<file path="config.mk">
export PLATFORM = sky130hd
export DESIGN_NAME = overwriting_ring_with_offset_lookup_unit
export DESIGN_NICKNAME = d
export VERILOG_FILES = /design/src/design/owring_pkg.sv /design/src/design/owring_ctrl.sv /design/src/design/owring_datapath.sv /design/src/design/overwriting_ring_with_offset_lookup_unit.sv
export SDC_FILE = /design/constraint.sdc
export NUM_CORES = 1
export LEC_CHECK = 0
export BUFFER_PORTS_ARGS = -buffer_cell sky130_fd_sc_hd__buf_2
export CORE_UTILIZATION = 40
export CTS_BUF_LIST = sky130_fd_sc_hd__clkbuf_4
export DETAILED_ROUTE_END_ITERATION = 8
export GPL_TIMING_DRIVEN = 0
export SKIP_LAST_GASP = 1
export SLEW_MARGIN = 20
export SYNTH_ARGS = -nofsm -noshare
export SYNTH_HDL_FRONTEND = slang
export SYNTH_SLANG_ARGS = --single-unit
</file>
<file path="constraint.sdc">
create_clock -name i_clk -period 9.63 [get_ports i_clk]
set_input_delay 1.926 -clock i_clk [delete_from_list [all_inputs] [get_ports i_clk]]
set_output_delay 1.926 -clock i_clk [all_outputs]
set_load 0.02 [all_outputs]
</file>
<file path="src/design/owring_pkg.sv">
package owring_pkg;

    // Field widths fixed by the item format.
    localparam int HANDLE_W = 32;
    localparam int LENGTH_W = 20;
    localparam int OFFSET_W = 24;
    localparam int SLOT_W   = 4;

    // Operation codes carried in the op field.
    localparam logic OP_ADD  = 1'b0;
    localparam logic OP_FIND = 1'b1;

    // Commands from the controller to the datapath.
    typedef struct packed {
        logic add;       // store the incoming entry
        logic start;     // capture the offset and rewind the walk
        logic walk;      // issue the next read and evaluate the last one
        logic latch;     // capture the walk outcome
        logic load_out;  // move the captured outcome into the output register
    } t_cmd;

    // Status from the datapath to the controller.
    typedef struct packed {
        logic done;      // the entry under evaluation ends the walk
    } t_status;

endpackage

</file>
<file path="src/design/owring_ctrl.sv">
module owring_ctrl (
    input  logic                 i_clk,
    input  logic                 i_rst_n,
    input  logic                 i_in_valid,
    input  logic                 i_op,
    output logic                 o_in_stall,
    output logic                 o_out_valid,
    input  logic                 i_out_stall,
    input  owring_pkg::t_status  i_status,
    output owring_pkg::t_cmd     o_cmd
);

    typedef enum logic [1:0] {
        S_IDLE,
        S_WALK,
        S_DONE
    } t_state;

    t_state r_state;
    t_state n_state;
    logic   r_out_valid;
    logic   n_out_valid;

    // Inputs are taken only between walks.
    assign o_in_stall  = (r_state != S_IDLE);
    assign o_out_valid = r_out_valid;

    // Next state and commands.
    always_comb begin
        n_state = r_state;
        o_cmd   = '0;
        unique case (r_state)
            S_IDLE: begin
                if (i_in_valid) begin
                    if (i_op == owring_pkg::OP_FIND) begin
                        o_cmd.start = 1'b1;
                        n_state     = S_WALK;
                    end else begin
                        o_cmd.add = 1'b1;
                    end
                end
            end
            S_WALK: begin
                o_cmd.walk = 1'b1;
                if (i_status.done) begin
                    o_cmd.latch = 1'b1;
                    n_state     = S_DONE;
                end
            end
            S_DONE: begin
                if (!r_out_valid || !i_out_stall) begin
                    o_cmd.load_out = 1'b1;
                    n_state        = S_IDLE;
                end
            end
            default: n_state = S_IDLE;
        endcase
    end

    // The output beat stays until it is taken.
    always_comb begin
        if (o_cmd.load_out) begin
            n_out_valid = 1'b1;
        end else begin
            n_out_valid = r_out_valid && i_out_stall;
        end
    end

    always_ff @(posedge i_clk) begin
        if (!i_rst_n) begin
            r_state     <= S_IDLE;
            r_out_valid <= 1'b0;
        end else begin
            r_state     <= n_state;
            r_out_valid <= n_out_valid;
        end
    end

endmodule

</file>
<file path="src/design/owring_datapath.sv">
module owring_datapath #(
    parameter int ENTRIES = 16
) (
    input  logic                                i_clk,
    input  logic                                i_rst_n,
    input  owring_pkg::t_cmd                    i_cmd,
    output owring_pkg::t_status                 o_status,
    input  logic [owring_pkg::HANDLE_W-1:0]     i_new_handle,
    input  logic [owring_pkg::LENGTH_W-1:0]     i_new_length,
    input  logic [owring_pkg::OFFSET_W-1:0]     i_seek_offset,
    output logic                                o_found,
    output logic [owring_pkg::SLOT_W-1:0]       o_slot,
    output logic [owring_pkg::HANDLE_W-1:0]     o_hit_handle,
    output logic [owring_pkg::LENGTH_W-1:0]     o_hit_length,
    output logic [owring_pkg::LENGTH_W-1:0]     o_inner_offset
);

    localparam int HW    = owring_pkg::HANDLE_W;
    localparam int LW    = owring_pkg::LENGTH_W;
    localparam int OW    = owring_pkg::OFFSET_W;
    localparam int SW    = owring_pkg::SLOT_W;
    localparam int IDX_W = $clog2(ENTRIES);
    localparam int CNT_W = $clog2(ENTRIES + 1);
    localparam int SUM_W = LW + IDX_W;
    localparam int CMP_W = (SUM_W > OW) ? SUM_W : OW;
    localparam logic [IDX_W-1:0] LAST_IDX = IDX_W'(ENTRIES - 1);
    localparam logic [CNT_W-1:0] LAST_CNT = CNT_W'(ENTRIES - 1);
    localparam logic [CNT_W-1:0] NUM_CNT  = CNT_W'(ENTRIES);

    function automatic logic [IDX_W-1:0] next_idx(input logic [IDX_W-1:0] s);
        return (s == LAST_IDX) ? '0 : s + 1'b1;
    endfunction

    // Entry store; the valid bits make never-written entries read as empty.
    logic [HW-1:0]      mem_handle [ENTRIES];
    logic [LW-1:0]      mem_length [ENTRIES];
    logic [ENTRIES-1:0] r_valid;

    logic [IDX_W-1:0] r_wr_slot;
    logic [IDX_W-1:0] r_rd_slot;
    logic             r_full;

    // Walk state.
    logic [OW-1:0]    r_seek;
    logic [IDX_W-1:0] r_ridx;
    logic [CNT_W-1:0] r_icnt;
    logic             r_pend;
    logic             r_last;
    logic [IDX_W-1:0] r_eidx;
    logic [HW-1:0]    r_rd_handle;
    logic [LW-1:0]    r_rd_length;
    logic             r_rd_vld;
    logic [SUM_W-1:0] r_sum;

    // Captured outcome and output register.
    logic             r_res_found;
    logic [SW-1:0]    r_res_slot;
    logic [HW-1:0]    r_res_handle;
    logic [LW-1:0]    r_res_length;
    logic [LW-1:0]    r_res_inner;
    logic             r_out_found;
    logic [SW-1:0]    r_out_slot;
    logic [HW-1:0]    r_out_handle;
    logic [LW-1:0]    r_out_length;
    logic [LW-1:0]    r_out_inner;

    logic [IDX_W-1:0]   rd_next;
    logic [IDX_W-1:0]   wr_next;
    logic               live;
    logic [SUM_W-1:0]   sum_next;
    logic [CMP_W-1:0]   sum_cmp;
    logic [CMP_W-1:0]   seek_cmp;
    logic [CMP_W-1:0]   inner_full;
    logic               hit;
    logic [IDX_W+SW-1:0] slot_ext;

    assign rd_next = next_idx(r_rd_slot);
    assign wr_next = next_idx(r_wr_slot);

    // Evaluation of the entry whose read came back this cycle.
    assign live       = r_pend && r_rd_vld && (r_rd_handle != '0);
    assign sum_next   = r_sum + SUM_W'(r_rd_length);
    assign sum_cmp    = CMP_W'(sum_next);
    assign seek_cmp   = CMP_W'(r_seek);
    assign hit        = live && (sum_cmp > seek_cmp);
    assign inner_full = seek_cmp - CMP_W'(r_sum);
    assign slot_ext   = (IDX_W + SW)'(r_eidx);

    assign o_status.done = r_pend && (hit || r_last);

    // Ring pointers and valid bits.
    always_ff @(posedge i_clk) begin
        if (!i_rst_n) begin
            r_wr_slot <= '0;
            r_rd_slot <= '0;
            r_full    <= 1'b0;
            r_valid   <= '0;
        end else if (i_cmd.add) begin
            r_valid[r_wr_slot] <= 1'b1;
            r_wr_slot          <= wr_next;
            if (r_full) begin
                r_rd_slot <= rd_next;
            end else if (wr_next == r_rd_slot) begin
                r_full <= 1'b1;
            end
        end
    end

    // Entry memory: one write port, one registered read port.
    always_ff @(posedge i_clk) begin
        if (i_cmd.add) begin
            mem_handle[r_wr_slot] <= i_new_handle;
            mem_length[r_wr_slot] <= i_new_length;
        end
        r_rd_handle <= mem_handle[r_ridx];
        r_rd_length <= mem_length[r_ridx];
        r_rd_vld    <= r_valid[r_ridx];
    end

    // Walk control: one read issued per cycle from the oldest slot.
    always_ff @(posedge i_clk) begin
        if (!i_rst_n) begin
            r_pend <= 1'b0;
            r_icnt <= '0;
        end else if (i_cmd.start) begin
            r_pend <= 1'b0;
            r_icnt <= '0;
        end else if (i_cmd.walk) begin
            if (r_icnt < NUM_CNT) begin
                r_pend <= 1'b1;
                r_icnt <= r_icnt + 1'b1;
            end else begin
                r_pend <= 1'b0;
            end
        end
    end

    // Walk payload: read index, data tags and running length.
    always_ff @(posedge i_clk) begin
        if (i_cmd.start) begin
            r_seek <= i_seek_offset;
            r_ridx <= r_rd_slot;
            r_sum  <= '0;
        end else if (i_cmd.walk) begin
            r_ridx <= next_idx(r_ridx);
            r_eidx <= r_ridx;
            r_last <= (r_icnt == LAST_CNT);
            if (live) begin
                r_sum <= sum_next;
            end
        end
    end

    // Capture the outcome, zeros when nothing matched, and move it into the output register.
    always_ff @(posedge i_clk) begin
        if (i_cmd.latch) begin
            r_res_found <= hit;
            if (hit) begin
                r_res_slot   <= slot_ext[SW-1:0];
                r_res_handle <= r_rd_handle;
                r_res_length <= r_rd_length;
                r_res_inner  <= inner_full[LW-1:0];
            end else begin
                r_res_slot   <= '0;
                r_res_handle <= '0;
                r_res_length <= '0;
                r_res_inner  <= '0;
            end
        end
        if (i_cmd.load_out) begin
            r_out_found  <= r_res_found;
            r_out_slot   <= r_res_slot;
            r_out_handle <= r_res_handle;
            r_out_length <= r_res_length;
            r_out_inner  <= r_res_inner;
        end
    end

    assign o_found        = r_out_found;
    assign o_slot         = r_out_slot;
    assign o_hit_handle   = r_out_handle;
    assign o_hit_length   = r_out_length;
    assign o_inner_offset = r_out_inner;

endmodule

</file>
<file path="src/design/overwriting_ring_with_offset_lookup_unit.sv">
// Ring of ENTRIES entries (handle, byte length) that overwrites its oldest
// entry once full. An add beat (op = 0) is stored and gives no result. A
// find beat (op = 1) walks the stored entries from the oldest, one memory
// read per cycle, skipping entries with a zero handle, and gives one result
// beat: the first entry whose running length passes seek_offset and the
// offset inside it, or found = 0 with all other fields zero. The walk is
// paced by the single read port of the entry memory and ends early on a
// hit; the input stalls during the walk. Entries never written since reset
// read as empty through per-entry valid bits, so there is no clearing pass.
// The full flag clears only at reset.
module overwriting_ring_with_offset_lookup_unit #(
    parameter int ENTRIES = 16
) (
    input  logic                             i_clk,
    input  logic                             i_rst_n,
    input  logic                             i_in_valid,
    output logic                             o_in_stall,
    input  logic                             i_op,
    input  logic [owring_pkg::HANDLE_W-1:0]  i_new_handle,
    input  logic [owring_pkg::LENGTH_W-1:0]  i_new_length,
    input  logic [owring_pkg::OFFSET_W-1:0]  i_seek_offset,
    output logic                             o_out_valid,
    input  logic                             i_out_stall,
    output logic                             o_found,
    output logic [owring_pkg::SLOT_W-1:0]    o_slot,
    output logic [owring_pkg::HANDLE_W-1:0]  o_hit_handle,
    output logic [owring_pkg::LENGTH_W-1:0]  o_hit_length,
    output logic [owring_pkg::LENGTH_W-1:0]  o_inner_offset
);

    owring_pkg::t_cmd    cmd;
    owring_pkg::t_status status;

    // Sequencer for add, walk and result hand-off.
    owring_ctrl u_ctrl (
        .i_clk       (i_clk),
        .i_rst_n     (i_rst_n),
        .i_in_valid  (i_in_valid),
        .i_op        (i_op),
        .o_in_stall  (o_in_stall),
        .o_out_valid (o_out_valid),
        .i_out_stall (i_out_stall),
        .i_status    (status),
        .o_cmd       (cmd)
    );

    // Entry store, pointers and offset search.
    owring_datapath #(
        .ENTRIES (ENTRIES)
    ) u_datapath (
        .i_clk          (i_clk),
        .i_rst_n        (i_rst_n),
        .i_cmd          (cmd),
        .o_status       (status),
        .i_new_handle   (i_new_handle),
        .i_new_length   (i_new_length),
        .i_seek_offset  (i_seek_offset),
        .o_found        (o_found),
        .o_slot         (o_slot),
        .o_hit_handle   (o_hit_handle),
        .o_hit_length   (o_hit_length),
        .o_inner_offset (o_inner_offset)
    );

endmodule
</file>
==> out/results.env <==
TIMING.CRITICAL_PATH.REQUIRED_NS=10.38
YOSYSTOPAREACELLSHARE_PCT=70.6
YS_SEQ_ELEMENTS=1130
DRTPASS1ITERATIONS=6
YOSYSSEQAREASHARE_PCT=75.7
GRTUSAGETOTAL_PCT=19.5
GLOBALPLACE.CONGESTION=0.835
NETSWITCHINGPOWER_mW=2.41
HTREEDEPTH=5
MAX_FREQ_MHz=162
R2R_ENDPOINT='u_datapath.r_res_length[8]'
WORSTSETUPENDPOINTTYPE='flip-flop'
WORST_SETUP_PATH_START_KIND='flip-flop'
SETUP-VIOLATIONS-FINAL=0
POST-ROUTE-PERIOD-UTIL_PCT=64.1
MAXCAPVIOLATIONS=0
NETSWITCHINGFRACTION_PCT=23.1
ROWS=120
SYN-NUM-NETS=2285
WORST_R2R_STARTPOINT='u_datapath.r_sum[0]'
TRITONCTS='built'
DETAIL_ROUTE_ANTENNA_NETS=0
WORST_SLACK_NS=3.46
GRT_SETUP_UNREPAIRED='false'
GRT_ANTENNA_BEFORE_REPAIR=19
FIRST_PASS_GRT_WIRE_LENGTH_UM=154000
MULTI_INPUT_COMB_AREA_SQ_MM=0.0101
MOST-COMMON-LAYOUT-CELLS='sky130_fd_sc_hd__edfxtp_1, sky130_fd_sc_hd__clkbuf_4, sky130_fd_sc_hd__mux4_2'
NETS=2842
PWR_DENSITY_CELL_mW_PER_MM2=204
CORE_REGION_AREA_SQ_MM=0.107
CLOCK_PATH_BUFFERS=4
YS_ASYNC_SR_FRACTION_PCT=0
LAYOUT.FILLER_CELLS=9037
SYN-MEAN-INSTANCE-AREA_SQ_UM=20.3
STATUS='completed'
POSTCTSHOLDBUFS=0
PLACEDINSTANCEAREA_SQ_MM=0.0474
P_COMB_SHARE_PCT=7.9
INITIAL_UTILIZATION_PCT=40.4
TOTAL_POWER_mW=10.4
TIGHTESTPINTRANSITION_NS=1.05
COUNT_OF_UNRESOLVED_DRC_VIOLATIONS_AFTER_ROUTING=0
SEQ_AREA_SQ_MM=0.0328
NUM_IO_PINS=160
FINAL.HOLD.WORST_SLACK_NS=0.383
LEAKAGE_nW=17.3
DPL.HPWL_UM=70100
MAX-SLEW-MARGIN-REL_PCT=29.8
CELLINTERNALPOWER_mW=8.04
POST_CTS_SETUP_INSERTS=0
CTS_REPAIR_RESIZE_COUNT=0
CTS_ROOT_BUFFER_TYPE='sky130_fd_sc_hd__clkbuf_4'
ROUTED-VIA-COUNT=22900
INITIALDRTVIOLATIONCOUNT=1879
WORST_SKEW_PAIR.LATE_LATENCY_NS=1.18
SYNTH_EDF_COUNT=1019
DIE_Y_UM=331
ROUTEDWLPERCELL_UM=24.4
HOLDCRITPATHCLASS='flip-flop to flip-flop'
TIMING_WORST_SETUP_PATH_TYPE='flip-flop to flip-flop'
AREA_GROWTH_PCT=18.1
NUMBER_OF_DISTINCT_LIBRARY_CELL_VARIANTS_IN_THE_GATE_LEVEL_NETLIST_AFTER_SYNTHESIS=59
LARGEST_FANOUT_ON_THE_CRITICAL_PATH=26
CTS-BUFFERS-INSERTED=302
SYNTH.CELL_AREA_SQ_MM=0.0433
POWER.SHARE.CLOCK_PCT=39.7
MAXIMUM_NUMBER_OF_PINS_ON_ONE_NET_BEFORE_GLOBAL_ROUTE_REPAIR=28
FINAL_CELL_COUNT_NO_FILL=4309
HOLD_VIOLATIONS=0
LAYOUT.CELL_AREA.NON_FILLER_SQ_MM=0.0512
VIASPERCELL=5.31
SEQPWRFRAC_PCT=52.5
CRITICAL_PATH.STARTPOINT='u_datapath.r_sum[0]'
PORT-BUFFER-COUNT=158
FINAL_CORE_UTILIZATION_PCT=47.7
FINALWORSTPATHREQUIREDPERIOD_NS=6.17
SHARE_OF_FINAL_LAYOUT_STANDARD_CELLS_STRONGER_THAN_DRIVE_STRENGTH_1_PCT=35.3
CTS.CLK_SLEW.WORST_PATHS_NS=0.07
RR_WORST_DEPTH=19
DESIGN.DIE.AREA_SQ_MM=0.110
MAX-VDD-IR-DROP_mV=0.0982
DRT-TOTAL-WL_UM=105000
NETLIST_TOP_CELLS_AREA='sky130_fd_sc_hd__edfxtp_1, sky130_fd_sc_hd__mux4_2, sky130_fd_sc_hd__dfxtp_1'
CHIPWIDTH_UM=331
LAYOUT.CELLS.MOST_COMMON='sky130_fd_sc_hd__edfxtp_1'
FF2FF_SETUP_SLACK_NS=3.46
CP_DATA_ARRIVAL_TIME_NS=6.92
PLACE.DETAILED.INSTANCES=3786
SYNTH_FF_TYPE='sky130_fd_sc_hd__edfxtp_1'
PRE_CTS_WS_NS=3.59
TIMING.CLOCK.SKEW_NS=0.116
TRITONCTS_SINKS=1130
VIAS_IN_THE_FIRST_GLOBAL_ROUTE=24000
SYN_INST=2131
SETUP-TNS-FINAL_NS=0
YOSYSTOPAREACELL='sky130_fd_sc_hd__edfxtp_1'
YOSYS_WARNINGS=0
WORST_SETUP_PATH_ENDPOINT='u_datapath.r_res_length[8]'
FINAL_MAX_SLEW_VIOL_COUNT=0
GLOBALROUTE.TOTALOVERFLOW=0
[sequential cells by signal, indices dropped and copies added (netlist names), 24 cells and up]
register,flops
u_datapath.o_hit_handle,32
u_datapath.mem_handle,512
u_datapath.r_seek,24
u_datapath.r_rd_handle,32
u_datapath.r_sum,24
u_datapath.r_res_handle,32
u_datapath.mem_length,320
[worst min-delay path by stage]
stage,from,endpoint,slack [ns],cells after the start
3_5_place_dp,u_datapath.r_res_handle[26],u_datapath.o_hit_handle[26],0.40,0
6_report,u_datapath.r_res_length[14],u_datapath.o_hit_length[14],0.38,0
5_1_grt,u_datapath.r_res_handle[22],u_datapath.o_hit_handle[22],0.41,0
2_1_floorplan,u_datapath.r_res_found,u_datapath.o_found,0.40,0
4_1_cts,u_datapath.r_res_length[14],u_datapath.o_hit_length[14],0.39,0
3_3_place_gp,u_datapath.r_res_inner[7],u_datapath.o_inner_offset[7],0.40,0
[cell families (layout without fill, tap and decap cells)]
logic type | count (synthesis) | after routing | share of synthesized area [%]
AO/OA/AOI/OAI | 192 | 192 | 2.86
buffers and inverters | 136 | 902 | 1.22
XOR/XNOR | 45 | 45 | 0.909
other | 0 | 9 | 0
AND/OR/NAND/NOR | 289 | 289 | 3.33
flip-flops | 1130 | 1130 | 75.7
multiplexers | 266 | 266 | 13.8
adder cells (fa/ha/maj) | 73 | 73 | 2.14
[metal layers]
layer | up-vias | routed length, um | track usage (%)
met5 | - | 115 | 0
met4 | 16 | 1970 | 6.08
met3 | 196 | 6740 | 4.29
met2 | 847 | 52200 | 32.1
met1 | 11800 | 44200 | 25.9
li1 | 9988 | - | -
[power by group through the flow]
stage	combinational (mW)	clock [mW]	sequential, mW
floorplan	0.538	0	5.56
global placement	0.798	0	5.59
detailed placement	0.831	0	5.58
CTS	0.834	4.26	5.48
global route	0.887	4.52	5.48
finish	0.823	4.14	5.48
[synthesized netlist by cell type, drive strengths merged, types with 6 or more instances]
cell,instances
edfxtp,1019
mux4,265
dfxtp,111
nand2,74
and2,73
ha,71
nor2,61
a21oi,60
clkbuf,55
inv,52
o21ai,37
buf,28
o21a,27
xnor2,26
xor2,19
nor3,17
nand3,15
a21o,13
o211ai,11
nor2b,9
nand4,8
nor4,8
a211oi,7
nand2b,7
o31ai,6
[layout make-up]
cell class / count / share of cell area, %
sequential: 1130 / 64.1
buffer: 83 / 0.670
inverter: 53 / 0.389
timing repair buffer: 253 / 4.20
clock buffer: 433 / 6.35
antenna: 9 / 0.0440
clock inverter: 80 / 0.981
tap: 1403 / 3.43
multi-input combinational: 865 / 19.8
[critical path, stage by stage, from the launching register on]
cell and delay, ns:
sky130_fd_sc_hd__dfxtp_1 0.34, sky130_fd_sc_hd__ha_1 0.26, sky130_fd_sc_hd__fa_1 0.43, sky130_fd_sc_hd__a211oi_1 0.33
sky130_fd_sc_hd__o21ai_0 0.30, sky130_fd_sc_hd__a211oi_1 0.27, sky130_fd_sc_hd__nor2_1 0.10, sky130_fd_sc_hd__a31oi_1 0.44
sky130_fd_sc_hd__nor2_1 0.10, sky130_fd_sc_hd__xor2_1 0.17, sky130_fd_sc_hd__ha_1 0.28, sky130_fd_sc_hd__nand2_1 0.05
sky130_fd_sc_hd__o21ai_0 0.23, sky130_fd_sc_hd__a21oi_1 0.07, sky130_fd_sc_hd__a311o_1 0.34, sky130_fd_sc_hd__a41oi_2 0.61
sky130_fd_sc_hd__o21ai_0 0.43, sky130_fd_sc_hd__nor2_4 0.58, sky130_fd_sc_hd__buf_16 0.24, sky130_fd_sc_hd__buf_12 0.20
Note: power is estimated with default switching activity, not from simulation.
